===== src/rtl/core/rme_pkg.sv =====
// ----------------------------------------------------------------------------
// rme_pkg
// shared types, codes and constants of the register machine execute core
// ----------------------------------------------------------------------------
package rme_pkg;

    localparam int NUM_REGS       = 5;
    localparam int REG_IDX_W      = 3;
    localparam int DATA_W         = 64;
    localparam int PC_W           = 16;
    localparam int PLEN_W         = 17;
    localparam int OP_W           = 5;
    localparam int STATUS_W       = 2;
    localparam int COST_W         = 7;
    localparam int MEM_DEPTH_DEF  = 1024;
    localparam int PROG_DEPTH_DEF = 65536;
    localparam int QUEUE_DEPTH    = 2;

    localparam logic [COST_W-1:0] COST_IO  = 7'd100;
    localparam logic [COST_W-1:0] COST_MEM = 7'd10;
    localparam logic [COST_W-1:0] COST_ALU = 7'd1;

    localparam logic [PLEN_W-1:0] PLEN_RESET = 17'd65536;

    typedef enum logic [OP_W-1:0] {
        OP_GET     = 5'd0,
        OP_PUT     = 5'd1,
        OP_LOAD    = 5'd2,
        OP_STORE   = 5'd3,
        OP_COPY    = 5'd4,
        OP_ADD     = 5'd5,
        OP_SUB     = 5'd6,
        OP_SHR     = 5'd7,
        OP_SHL     = 5'd8,
        OP_INC     = 5'd9,
        OP_DEC     = 5'd10,
        OP_ZERO    = 5'd11,
        OP_JUMP    = 5'd12,
        OP_JZERO   = 5'd13,
        OP_JODD    = 5'd14,
        OP_HALT    = 5'd15,
        OP_COMMENT = 5'd16
    } op_t;

    typedef enum logic [1:0] {
        CC_NONE,
        CC_ALU,
        CC_MEM,
        CC_IO
    } cost_class_t;

    typedef enum logic [STATUS_W-1:0] {
        STAT_OK        = 2'd0,
        STAT_PC_RANGE  = 2'd1,
        STAT_MEM_RANGE = 2'd2
    } status_t;

    typedef enum logic [1:0] {
        S_CLEAR,
        S_EXEC,
        S_MEMRD
    } state_t;

    // decoded instruction as it travels through the queue
    typedef struct packed {
        op_t                   opcode;
        logic [REG_IDX_W-1:0]  reg_index;
        logic                  mem_op;
        logic                  mem_read;
        cost_class_t           cost_class;
        logic [PC_W-1:0]       jump_target;
        logic [DATA_W-1:0]     get_value;
    } instr_t;

    function automatic logic [COST_W-1:0] cost_amount(input cost_class_t cc);
        logic [COST_W-1:0] amt;
        unique case (cc)
            CC_NONE: amt = '0;
            CC_ALU:  amt = COST_ALU;
            CC_MEM:  amt = COST_MEM;
            CC_IO:   amt = COST_IO;
            default: amt = '0;
        endcase
        return amt;
    endfunction

endpackage


===== src/rtl/core/rme_front.sv =====
// ----------------------------------------------------------------------------
// rme_front
// request intake and instruction classification ahead of the queue
// ----------------------------------------------------------------------------
module rme_front (
    input  logic                          s_valid,
    output logic                          s_ready,
    input  logic [rme_pkg::OP_W-1:0]      s_opcode,
    input  logic [rme_pkg::REG_IDX_W-1:0] s_reg_index,
    input  logic [rme_pkg::PC_W-1:0]      s_jump_target,
    input  logic [rme_pkg::DATA_W-1:0]    s_get_value,
    input  logic                          queue_full,
    input  logic                          clearing,
    output logic                          push_valid,
    output rme_pkg::instr_t               push_data
);
    import rme_pkg::*;

    op_t op;

    assign s_ready    = !queue_full && !clearing;
    assign push_valid = s_valid && s_ready;

    // undefined codes behave as a comment
    always_comb begin
        if (s_opcode <= OP_W'(OP_COMMENT)) begin
            op = op_t'(s_opcode);
        end else begin
            op = OP_COMMENT;
        end
    end

    always_comb begin
        push_data.opcode      = op;
        push_data.reg_index   = (s_reg_index > REG_IDX_W'(NUM_REGS - 1))
                                ? REG_IDX_W'(NUM_REGS - 1) : s_reg_index;
        push_data.jump_target = s_jump_target;
        push_data.get_value   = s_get_value;
        push_data.mem_op      = 1'b0;
        push_data.mem_read    = 1'b0;
        unique case (op)
            OP_GET, OP_PUT: begin
                push_data.cost_class = CC_IO;
            end
            OP_LOAD, OP_ADD, OP_SUB: begin
                push_data.cost_class = CC_MEM;
                push_data.mem_op     = 1'b1;
                push_data.mem_read   = 1'b1;
            end
            OP_STORE: begin
                push_data.cost_class = CC_MEM;
                push_data.mem_op     = 1'b1;
            end
            OP_COPY, OP_SHR, OP_SHL, OP_INC, OP_DEC, OP_ZERO,
            OP_JUMP, OP_JZERO, OP_JODD: begin
                push_data.cost_class = CC_ALU;
            end
            OP_HALT, OP_COMMENT: begin
                push_data.cost_class = CC_NONE;
            end
            default: begin
                push_data.cost_class = CC_NONE;
            end
        endcase
    end

endmodule


===== config.mk =====
export PLATFORM = sky130hd
export DESIGN_NAME = rme_front
export DESIGN_NICKNAME = d
export VERILOG_FILES = /design/src/rtl/core/rme_pkg.sv /design/src/rtl/core/rme_front.sv
export SDC_FILE = /design/constraint.sdc
export NUM_CORES = 1
export LEC_CHECK = 0
export BUFFER_PORTS_ARGS = -buffer_cell sky130_fd_sc_hd__buf_2
export CAP_MARGIN = 40
export CELL_PAD_IN_SITES_DETAIL_PLACEMENT = 1
export CELL_PAD_IN_SITES_GLOBAL_PLACEMENT = 2
export CORE_ASPECT_RATIO = 0.6
export CORE_UTILIZATION = 10
export DETAILED_ROUTE_END_ITERATION = 16
export PLACE_DENSITY_LB_ADDON = 0.1
export SKIP_LAST_GASP = 1
export SLEW_MARGIN = 20
export SYNTH_ARGS = -nofsm -noshare
export SYNTH_HDL_FRONTEND = slang
export SYNTH_SLANG_ARGS = --single-unit
export TNS_END_PERCENT = 5

===== constraint.sdc =====
create_clock -name vclk -period 2.1
set_clock_uncertainty 0.1 [all_clocks]
set_input_delay 0.105 -clock vclk [all_inputs]
set_output_delay 0.105 -clock vclk [all_outputs]
set_load 0.02 [all_outputs]

==> reports/qor.csv <==
metric;value;unit
run_status;complete, no violations;
initial_core_util;10.8;%
drc;0;
layout_commonest_cell;buf_2;
setup_ws;0.997;ns
n_antenna_cell;0;
rsz0062_at_grt;no;
hp-class;in -> out;
hold_viol;0;
final_cell_mix;25 x buf_2, 6 x nor2b_1, 2 x xor2_1, 2 x nor3_1;
fp.dieH;68.9;um
gp_congestion;0.525;
boundaryPins;185;
drt_iter0_markers;1;
syn_inst;101;
drt-pass1-iter-count;2;
grt_first_pass_wirelength;1.55;mm
rows;23;
dieArea;7830;um2
syn_area_per_cell;7.40;um2
synthAdderAreaFrac;0;%
fin_crit_sh;52.5;%
yosysSeqAreaShare;0;%
yosys-top-cells-area;buf_4 81%, nor2b_1 5.0%, xor2_1 2.3%;
cts_resized;0;
design.core.area;6940;um2
synth-simple-area-share;9.88;%
final_core_util;5.50;%
nNetsFinal;136;
power-per-cell-area;185;nW/um2
seq_cells;0;
power;70.7;uW
start_kind;primary input;
post-place-ws;0.993;ns
synth_compound_area_share;2.68;%
worst_pin_slew;0.201;ns
max-cap-violations;0;
n_fill_cell;841;
critPathMaxFanout;6;
synth.distinct_cells;13;
ir_worst_vdd;0.0201;mV
grt_pass1_vias;312;
critical_path_class;in -> out;
power_leakage;0.150;nW
syn-cell-area;747;um2
cp_data_required_time;1.89;ns
cts_setup_buffers;0;
area.sequential;0;um2
max_clock_freq;907;MHz
port_buffers;25;
synth_xor_area_share;3.52;%
slew_viol_final;0;
multi_input_area;131;um2
tns;0;ns
synth_mux_area_share;1.51;%
viasPerCell;2.21;
synth.top_cell.area_share;81.4;%
fin_crit;1.10;ns
yosys.area.top_type;buf_4;
synth_nets;192;
synth_top_family_by_area;buffers and inverters;
crit_arrival;0.90;ns
grt_max_degree;10;
maxSlewHeadroom;86.5;%
crit_path_end_kind;primary output;
grtUsageTotal;2.46;%
dpl.hpwl;1.09;mm
area_growth;-48.9;%
drive_gt1_share;67.4;%
routedWlPerCell;9.03;um
setup_viol;0;
die_w;114;um
routed_wl;1.29;mm
clkbuf_count;0;
num_vias;316;
antenna_found_initial;0;
holdWs;0.110;ns
ys_warn_count;0;
drtAntennaViolNets;0;
postCtsHoldBufs;0;
grt_remaining_overflow;0;
## synthesized netlist by cell type (all sizes together)
master / instances
buf: 81
nor2b: 6
nor3: 3
a211oi: 2
clkbuf: 2
xor2: 2
and2: 1
mux2: 1
nand2: 1
nor2: 1
xnor2: 1
## layout make-up
type | instances | area share (%)
multi-input combinational | 18 | 34.4
tap | 100 | 32.8
timing repair buffer | 25 | 32.8
## cell families after synthesis
| logic type | count (synthesis) |
|---|---|
| AND/OR/NAND/NOR | 12 |
| buffers and inverters | 83 |
| XOR/XNOR | 3 |
| AO/OA/AOI/OAI | 2 |
| multiplexers | 1 |
## critical path, cell delays in order
cell and delay (ns):
buf_2 0.16, mux2_2 0.36, nor3_2 0.09, buf_2 0.18
## final timing paths
check,to,start,slack (ns),cells after the start
hold / removal,push_data[17],s_get_value[17],0.11,0
setup / recovery,push_data[82],s_opcode[1],1.0,4
## power by group
part | leakage, nW | internal, mW | switching, mW | total (mW)
Combinational | 0.150 | 0.0271 | 0.0436 | 0.0707
Sequential | 0 | 0 | 0 | 0
Clock | 0 | 0 | 0 | 0
## per-layer routing
layer,global-route usage (%),routed length (um)
met5,0,0
met4,3.45,80
met3,1.31,184
met2,2.74,561
met1,2.82,464
## per-stage QoR
step,instance area (um2),cells
6_report,382,143
4_1_cts,382,143
5_1_grt,382,143
3_5_place_dp,382,143
2_1_floorplan,747,101
3_3_place_gp,382,143
(Power assumes the default switching activity.)
