[src/rtl/core/rme_pkg.sv]
// ----------------------------------------------------------------------------
// rme_pkg
// shared types, codes and constants of the register machine execute core
// ----------------------------------------------------------------------------
package rme_pkg;

    localparam int NUM_REGS       = 5;
    localparam int REG_IDX_W      = 3;
    localparam int DATA_W         = 64;
    localparam int PC_W           = 16;
    localparam int PLEN_W         = 17;
    localparam int OP_W           = 5;
    localparam int STATUS_W       = 2;
    localparam int COST_W         = 7;
    localparam int MEM_DEPTH_DEF  = 1024;
    localparam int PROG_DEPTH_DEF = 65536;
    localparam int QUEUE_DEPTH    = 2;

    localparam logic [COST_W-1:0] COST_IO  = 7'd100;
    localparam logic [COST_W-1:0] COST_MEM = 7'd10;
    localparam logic [COST_W-1:0] COST_ALU = 7'd1;

    localparam logic [PLEN_W-1:0] PLEN_RESET = 17'd65536;

    typedef enum logic [OP_W-1:0] {
        OP_GET     = 5'd0,
        OP_PUT     = 5'd1,
        OP_LOAD    = 5'd2,
        OP_STORE   = 5'd3,
        OP_COPY    = 5'd4,
        OP_ADD     = 5'd5,
        OP_SUB     = 5'd6,
        OP_SHR     = 5'd7,
        OP_SHL     = 5'd8,
        OP_INC     = 5'd9,
        OP_DEC     = 5'd10,
        OP_ZERO    = 5'd11,
        OP_JUMP    = 5'd12,
        OP_JZERO   = 5'd13,
        OP_JODD    = 5'd14,
        OP_HALT    = 5'd15,
        OP_COMMENT = 5'd16
    } op_t;

    typedef enum logic [1:0] {
        CC_NONE,
        CC_ALU,
        CC_MEM,
        CC_IO
    } cost_class_t;

    typedef enum logic [STATUS_W-1:0] {
        STAT_OK        = 2'd0,
        STAT_PC_RANGE  = 2'd1,
        STAT_MEM_RANGE = 2'd2
    } status_t;

    typedef enum logic [1:0] {
        S_CLEAR,
        S_EXEC,
        S_MEMRD
    } state_t;

    // decoded instruction as it travels through the queue
    typedef struct packed {
        op_t                   opcode;
        logic [REG_IDX_W-1:0]  reg_index;
        logic                  mem_op;
        logic                  mem_read;
        cost_class_t           cost_class;
        logic [PC_W-1:0]       jump_target;
        logic [DATA_W-1:0]     get_value;
    } instr_t;

    function automatic logic [COST_W-1:0] cost_amount(input cost_class_t cc);
        logic [COST_W-1:0] amt;
        unique case (cc)
            CC_NONE: amt = '0;
            CC_ALU:  amt = COST_ALU;
            CC_MEM:  amt = COST_MEM;
            CC_IO:   amt = COST_IO;
            default: amt = '0;
        endcase
        return amt;
    endfunction

endpackage

[src/rtl/core/rme_queue.sv]
// ----------------------------------------------------------------------------
// rme_queue
// short first-in first-out queue of decoded instructions
// ----------------------------------------------------------------------------
module rme_queue (
    input  logic            aclk,
    input  logic            aresetn,
    input  logic            push_valid,
    input  rme_pkg::instr_t push_data,
    output logic            full,
    input  logic            pop,
    output logic            head_valid,
    output rme_pkg::instr_t head_data
);
    import rme_pkg::*;

    localparam int PTR_W = (QUEUE_DEPTH > 1) ? $clog2(QUEUE_DEPTH) : 1;
    localparam int CNT_W = $clog2(QUEUE_DEPTH + 1);

    instr_t             entry_reg [QUEUE_DEPTH];
    logic [PTR_W-1:0]   wr_ptr_reg, wr_ptr_next;
    logic [PTR_W-1:0]   rd_ptr_reg, rd_ptr_next;
    logic [CNT_W-1:0]   count_reg, count_next;
    logic               do_pop;

    assign full       = (count_reg == CNT_W'(QUEUE_DEPTH));
    assign head_valid = (count_reg != '0);
    assign head_data  = entry_reg[rd_ptr_reg];
    assign do_pop     = pop && head_valid;

    always_comb begin
        wr_ptr_next = wr_ptr_reg;
        rd_ptr_next = rd_ptr_reg;
        count_next  = count_reg;
        if (push_valid) begin
            wr_ptr_next = (wr_ptr_reg == PTR_W'(QUEUE_DEPTH - 1)) ? '0 : wr_ptr_reg + 1'b1;
        end
        if (do_pop) begin
            rd_ptr_next = (rd_ptr_reg == PTR_W'(QUEUE_DEPTH - 1)) ? '0 : rd_ptr_reg + 1'b1;
        end
        if (push_valid && !do_pop) begin
            count_next = count_reg + 1'b1;
        end else if (!push_valid && do_pop) begin
            count_next = count_reg - 1'b1;
        end
    end

    always_ff @(posedge aclk) begin
        if (!aresetn) begin
            wr_ptr_reg <= '0;
            rd_ptr_reg <= '0;
            count_reg  <= '0;
        end else begin
            wr_ptr_reg <= wr_ptr_next;
            rd_ptr_reg <= rd_ptr_next;
            count_reg  <= count_next;
        end
    end

    always_ff @(posedge aclk) begin
        if (push_valid) begin
            entry_reg[wr_ptr_reg] <= push_data;
        end
    end

    // a push never lands on a full queue
    a_no_overflow: assert property (@(posedge aclk) disable iff (!aresetn)
        full |-> !push_valid)
        else $error("push into full instruction queue");

endmodule

[config.mk]
export PLATFORM = sky130hd
export DESIGN_NAME = rme_queue
export DESIGN_NICKNAME = d
export VERILOG_FILES = /design/src/rtl/core/rme_pkg.sv /design/src/rtl/core/rme_queue.sv
export SDC_FILE = /design/constraint.sdc
export NUM_CORES = 1
export LEC_CHECK = 0
export BUFFER_PORTS_ARGS = -buffer_cell sky130_fd_sc_hd__buf_2
export CAP_MARGIN = 20
export CORE_MARGIN = 2
export CORE_UTILIZATION = 30
export CTS_CLUSTER_SIZE = 14
export DETAILED_ROUTE_END_ITERATION = 8
export SLEW_MARGIN = 20
export SYNTH_ARGS = -nofsm -noshare
export SYNTH_HDL_FRONTEND = slang
export SYNTH_SLANG_ARGS = --single-unit
[constraint.sdc]
create_clock -name aclk -period 6.5 [get_ports aclk]
set_clock_uncertainty 0.1 [all_clocks]
set_input_delay 1.3 -clock aclk [delete_from_list [all_inputs] [get_ports aclk]]
set_output_delay 1.3 -clock aclk [all_outputs]
set_load 0.005 [all_outputs]
==> impl_metrics.yaml <==
global_routing:
  antenna_found_initial: 2
  top_usage_layer: "met2"
  grt_use_met3: 0.0387
  grt_pass1_vias: 3927
  grt_max_degree: 54
  grtUsageMet1: 0.125
  overflow: 0
  grt_use_met2: 0.189
  grt_pass1_wl_mm: 20.3
  gr-usage-all-layers: 0.111
pwr:
  power_w: 0.00297
  power_density_mw_per_mm2: 344
  p_int_w: 0.00224
  power_switching_w: 0.000734
  irDropWorstVdd_mv: 0.171
  seqPwrFrac: 0.498
  clockPowerShare: 0.310
  sw_frac_of_total: 0.247
  leakage_nw: 3.18
  combPwrFrac: 0.191
floorplanning:
  die-area_mm2: 0.0242
  io_pins: 190
  coreArea_mm2: 0.0226
  initial_utilization: 0.305
  row_count: 55
  die_h_um: 155
  fp.dieW_um: 155
synthesis:
  synth.ff_latch_count: 189
  syn_inst: 308
  yosysTopAreaCell: "edfxtp_1"
  synth.distinct_cells: 17
  netlist_area_mm2: 0.00688
  avgSynthCellArea_um2: 22.4
  yosysWarnings: 0
  netlist_top_cells_area: "edfxtp_1 (80%), mux2_2 (15%), dfxtp_1 (1.5%)"
  syn-num-nets: 405
  synth_top_area_frac: 0.803
  seq_area_frac_synth: 0.817
sta:
  rsz0062_at_grt: "false"
  tns_ns: 0
  hold_viol_final: 0
  finalSetupViolations: 0
  worstMarginPinSlew_ns: 0.748
  slew_headroom: 0.501
  slew_viol_final: 0
  setup_slack_ns: 2.69
  layout_worst_path_cycle_share: 0.586
  fmax_mhz: 263
  period_needed_ns: 3.81
layout:
  mostFrequentLayoutCell: "buf_2"
  fin_area_mm2: 0.00864
  layout-drive-gt1-share: 0.606
  largest_register_ffs: 184
  nNetsFinal: 607
  fin_util: 0.383
  area_growth_pct: 25.5
  final_cell_mix: "buf_2 (189), edfxtp_1 (184), mux2_2 (92), clkbuf_16 (17), clkinv_2 (6)"
  fillers: 2102
place:
  place_area_mm2: 0.00813
  preCtsSetupSlack_ns: 3.11
  port_buffers: 189
  gp_congestion: 0.698
  dp.final_hpwl_mm: 8.67
setup_path:
  crit_buf_inv: 2
  crit_fanout: 50
  arrival_ns: 2.41
  critPathLaunchType: "flop"
  cp.required_ns: 5.10
  worstSetupEndpointType: "output pin"
  crit_chain: "buf_4, mux2_2, buf_2"
  critPathTopFamily: "buffers and inverters"
  critPathKind: "flop to output pin"
  reg2reg_slack_ns: 4.36
  critPathMaxStageDelay_ns: 0.71
  crit_slowest_cell: "dfxtp_4"
cts:
  post_cts_resized: 0
  cts.sinks: 189
  post_cts_buffers: 0
  clock_latency_ns: 0.41
  cts_buffers: 17
  h-tree-depth: 4
  clk_path_buf_depth: 2
  clkTransAtPathRegs_ns: 0.07
  cts_root_buf: "clkbuf_16"
  cts_tree: "built"
  cts_hold_buf: 0
route:
  first_pass_iters: 4
  drt_iter0_markers: 139
  vias: 3535
  drtAntennaViolNets: 0
  drt_wl_total_mm: 13.2
  viasPerCell: 4.37
  post_drt_wl_per_cell_um: 16.3
  drc: 0
status:
  status: "completed"
min_path:
  hp-class: "flop to flop"
run:
  cap_violations: 0
-- metrics by stage --
step	hold slack (ns)	std cells
finish	0.417	809
global route	0.466	809
CTS	0.423	808
detailed placement	0.410	776
global placement	0.387	776
floorplan	0.374	308
-- final timing paths --
check	start	end	cells after the start
hold reg to reg	count_reg[1]$_SDFFE_PN0P_	count_reg[1]$_SDFFE_PN0P_	2
hold / removal	count_reg[1]$_SDFFE_PN0P_	count_reg[1]$_SDFFE_PN0P_	2
setup reg to reg	wr_ptr_reg$_SDFFE_PN0P_	entry_reg[1][57]$_DFFE_PP_	2
setup / recovery	flop	head_data[27]	3
-- power by group through the flow --
stage,combinational (W),sequential (W),clock (W)
after floorplan,0.000409,0.00146,0
after global placement,0.000567,0.00151,0
after detailed placement,0.000577,0.00151,0
after CTS,0.000581,0.00148,0.000959
after global routing,0.000623,0.00149,0.00100
final,0.000568,0.00148,0.000921
-- cells by family (layout without fill, tap and decap cells) --
group,count (synthesis),in the layout,synth area share
buffers and inverters,10,225,0.0149
muxes,92,92,0.150
DFF,189,189,0.817
AOI/OAI and AO/OA,4,4,0.00363
and+or+nand+nor,9,9,0.00818
adders and majority gates,1,1,0.00182
xor gates and xnor gates,3,3,0.00382
other,0,1,0
-- cell type report --
class                   instances  area (µm²)  area share
well taps                     285         357      0.0413
repair buffers                193         976       0.113
clock inverters                11        71.3     0.00825
diodes                          1        2.50    0.000290
flip-flops and latches        189        5630       0.651
multi-input cells             109        1170       0.135
clock buffers                  21         440      0.0510
-- cells in the mapped netlist --
master	count
edfxtp_1	184
mux2_2	92
buf_6	8
dfxtp_1	5
and2_1	4
nor2b_1	3
xnor2_1	2
a21boi_1	1
buf_2	1
buf_4	1
ha_1	1
o21a_1	1
o21ai_0	1
o21ai_1	1
or2_2	1
or3_1	1
xor2_1	1
-- metal layers --
layer | vias up | wire [µm]
met5 | - | 13
met1 | 1755 | 5350
met2 | 135 | 6670
met4 | 2 | 285
li1 | 1623 | -
met3 | 20 | 863
-- worst reg2reg max path, cell delays in order, from the launching register on --
cell	delay, ns
dfxtp_1	0.39
and2_4	0.53
buf_4	0.71
Power figures use the tool's default switching activity.
